===== src/design/tbqn_ram.sv =====
// ----------------------------------------------------------------------------
// tbqn_ram
// Generic single-write, single-read RAM with registered read data.
// ----------------------------------------------------------------------------
`default_nettype none
module tbqn_ram #(
  parameter int WIDTH = 16,
  parameter int DEPTH = 256
) (
  input  wire logic                     clk,
  input  wire logic                     we,
  input  wire logic [$clog2(DEPTH)-1:0] waddr,
  input  wire logic [WIDTH-1:0]         wdata,
  input  wire logic [$clog2(DEPTH)-1:0] raddr,
  output logic      [WIDTH-1:0]         rdata
);
  logic [WIDTH-1:0] mem [DEPTH];

  always_ff @(posedge clk) begin
    if (we) begin
      mem[waddr] <= wdata;
    end
    rdata <= mem[raddr];
  end
endmodule
`default_nettype wire


===== config.mk =====
export PLATFORM = sky130hd
export DESIGN_NAME = tbqn_ram
export DESIGN_NICKNAME = d
export VERILOG_FILES = /design/src/design/tbqn_ram.sv
export SDC_FILE = /design/constraint.sdc
export NUM_CORES = 2
export LEC_CHECK = 0
export BUFFER_PORTS_ARGS = -buffer_cell sky130_fd_sc_hd__buf_4
export CORE_MARGIN = 10
export CORE_UTILIZATION = 68
export DETAILED_ROUTE_END_ITERATION = 10
export HOLD_SLACK_MARGIN = 0.15
export PLACE_DENSITY_LB_ADDON = 0.12
export SLEW_MARGIN = 20
export SYNTH_ARGS = -nofsm -noshare
export SYNTH_HDL_FRONTEND = slang
export SYNTH_SLANG_ARGS = --single-unit

===== constraint.sdc =====
create_clock -name clk -period 3.7 [get_ports clk]
set_clock_uncertainty 0.05 [all_clocks]
set_input_delay 0.185 -clock clk [delete_from_list [all_inputs] [get_ports clk]]
set_output_delay 0.185 -clock clk [all_outputs]
set_load 0.02 [all_outputs]

==> flow_metrics.py <==
metrics = {
    "placement": {
        "dp_hpwl_um": 245600,
        "port-buffer-count": 49,
        "dp_slack_ns": -0.1123,
        "place_congestion": 0.8954,
        "dp.cells": 10650,
        "place_area_um2": 166500,
    },
    "global_routing": {
        "grt_util_all_layers_pct": 33.78,
        "grt_pass1_vias": 81830,
        "antenna_found_initial": 30,
        "grt_first_pass_wirelength_um": 606800,
        "grt_max_degree": 138,
        "overflow": 0,
    },
    "sta": {
        "tns_ns": 0,
        "grt_setup_unrepaired": "no",
        "finalSetupViolations": 0,
        "period_needed_ns": 3.241,
        "worst_pin_slew_ns": 1.279,
        "final.setup.worst_slack_ns": 0.4593,
        "slew_headroom_pct": 14.71,
        "hold_violations": 0,
        "fin_crit_sh_pct": 87.59,
        "max_freq_mhz": 308.6,
        "slew_viol_final": 0,
    },
    "final_layout": {
        "drive_above_1_share_pct": 26.04,
        "final_area_um2": 179500,
        "layout.nets": 8086,
        "postLayoutCoreUtil_pct": 77.20,
        "final_cells": 11420,
        "areaGrowthSynthToFinish_pct": 13.11,
    },
    "power_and_ir_drop": {
        "leakage_nw": 57.84,
        "max-vdd-ir-drop_mv": 0.5515,
        "power.density_nw_per_um2": 534.8,
    },
    "synthesis": {
        "yosysTopAreaCell": "edfxtp_1",
        "ys.warnings.count": 0,
        "syn_nets": 7394,
        "syn_area_um2": 158700,
        "netlist_top_cells_area": "edfxtp_1 77%, mux4_2 11%, mux2i_1 3.6%",
        "synthCells": 7360,
        "synth_edf_count": 4096,
        "yosysSeqAreaShare_pct": 77.70,
        "ys_types": 52,
        "yosys.area.top_type_share_pct": 77.50,
        "synth_common_cells": "4096 x edfxtp_1, 797 x mux4_2, 565 x mux2i_1",
        "synth-seq-cells": 4112,
        "synth_most_common_cell": "edfxtp_1",
        "avgSynthCellArea_um2": 21.56,
        "ys.flop_type": "edfxtp_1",
        "async_flop_share_pct": 0,
    },
    "worst_setup_path": {
        "critPathArrivalTime_ns": 4.08,
        "critPathCaptureType": "flip-flop",
        "criticalPathCategory": "input pin to flip-flop",
        "cp-start-kind": "input pin",
        "required_ns": 4.54,
        "cp_max_fo": 33,
        "r2r_slack_ns": 0.78,
    },
    "floorplanning": {
        "dieArea_um2": 253100,
        "core_um2": 232500,
        "rows": 177,
        "initial_core_util_pct": 68.25,
        "ios": 50,
        "die_x_um": 503.1,
        "fp.dieH_um": 503.1,
    },
    "detailed_routing": {
        "wirelength_um": 424700,
        "drcViolationCount": 0,
        "drt_first_pass_iters": 8,
        "ant_nets": 0,
        "wl_per_cell_um": 37.18,
        "drt_iter0_drc": 13090,
        "via_per_inst": 7.258,
        "via_count": 82900,
    },
    "clock_network": {
        "htree_levels": 5,
        "cts_setup_buffers": 0,
        "clock_path_buffers": 4,
        "clkTransAtPathRegs_ns": 0.06,
        "post_cts_resized": 0,
        "root_buffer": "clkbuf_16",
        "cts_tree": "yes",
        "clkLatencyLatePin_ns": 1.00,
        "cts.sinks": 4112,
        "cts_made_buffers": 404,
    },
    "run": {
        "max_cap_viol_count": 0,
    },
    "run_status": {
        "status": "finished clean",
    },
    "min_path": {
        "hold_class": "input pin to flip-flop",
    },
}
-- critical path, cell delays in order --
cell	delay [ns]
dlygate4sd3_1	0.55
buf_6	0.17
nand2b_4	0.35
buf_12	0.29
buf_4	0.31
o221ai_1	0.32
o22ai_1	0.15
o21ai_0	0.80
nand4_1	0.43
nor4_1	0.41
-- state kept, by name, indices dropped and copies added, names as in the netlist --
| register | flops |
|---|---|
| mem | 4096 |
| rdata | 16 |
-- cell families after synthesis --
logic type	Yosys count	synth area share, %
buffers and inverters	456	1.693
AOI/OAI and AO/OA	786	3.537
muxes	1450	15.50
and+or+nand+nor	556	1.574
DFF	4112	77.70
-- placed cells by master, fill, tap and decap left out, types with 18 or more instances in the layout --
cell type      count
clkinv_2          71
buf_4            588
o22ai_1          148
a221oi_1          28
a21oi_1          175
nand4_1           26
clkbuf_1          89
bufinv_16         35
clkinv_1          87
clkbuf_16        410
diode_2           24
mux2_2            88
o32ai_1           20
o21ai_0           37
nor2_1           270
mux2i_1          565
a22oi_1           43
mux4_2           797
o221ai_1         252
a211oi_1          18
nand3_1           26
a22o_1            32
edfxtp_1        4096
nor2_2            34
nand2_1           38
dlygate4sd3_1     41
nor3_1            89
buf_12            88
-- routing by layer --
metal / up-vias / GRT usage (%) / wire [um]
li1: 32660 / - / -
met1: 42810 / 47.53 / 146500
met2: 6374 / 51.08 / 197700
met3: 1037 / 8.748 / 57870
met4: 16 / 15.13 / 22520
met5: - / 0 / 129
-- metrics by stage --
| stage | hold slack, ns | total power (W) |
|---|---|---|
| floorplan | 0.2339 | 0.05495 |
| global placement | 0.6162 | 0.05727 |
| detailed placement | 0.6042 | 0.05739 |
| CTS | 0.1862 | 0.09616 |
| global route | 0.1574 | 0.09819 |
| finish | 0.1577 | 0.09600 |
-- path summary, 6_finish.rpt --
| check | endpoint | depth (start not counted) | startpoint |
|---|---|---|---|
| setup / recovery | rdata[13] | 10 | raddr[2] |
| setup reg to reg | rdata[11] | 7 | mem[217][11] |
| hold reg to reg | rdata[15] | 6 | mem[234][15] |
| hold / removal | mem[245][3] | 2 | wdata[3] |
-- layout make-up --
class / instances / area (um^2)
multi-input combinational: 2792 / 32880
sequential: 4112 / 123300
tap: 3043 / 3807
timing repair buffer: 738 / 6919
fill: 11790 / 53010
clock inverter: 207 / 1881
inverter: 4 / 27.53
clock buffer: 502 / 10640
antenna: 24 / 60.06
-- what timing repair did --
item                                     CTS  global route
endpoints found under the setup margin     0             0
endpoints found under the hold margin   5696             0
hold buffers                              41             0
-- power by group --
part	switching, W	leakage, nW	internal (W)
logic	0.00330	14.8	0.00183
clock network	0.0167	6.13	0.0227
registers	0.000104	36.9	0.0513
(Power assumes the default switching activity.)
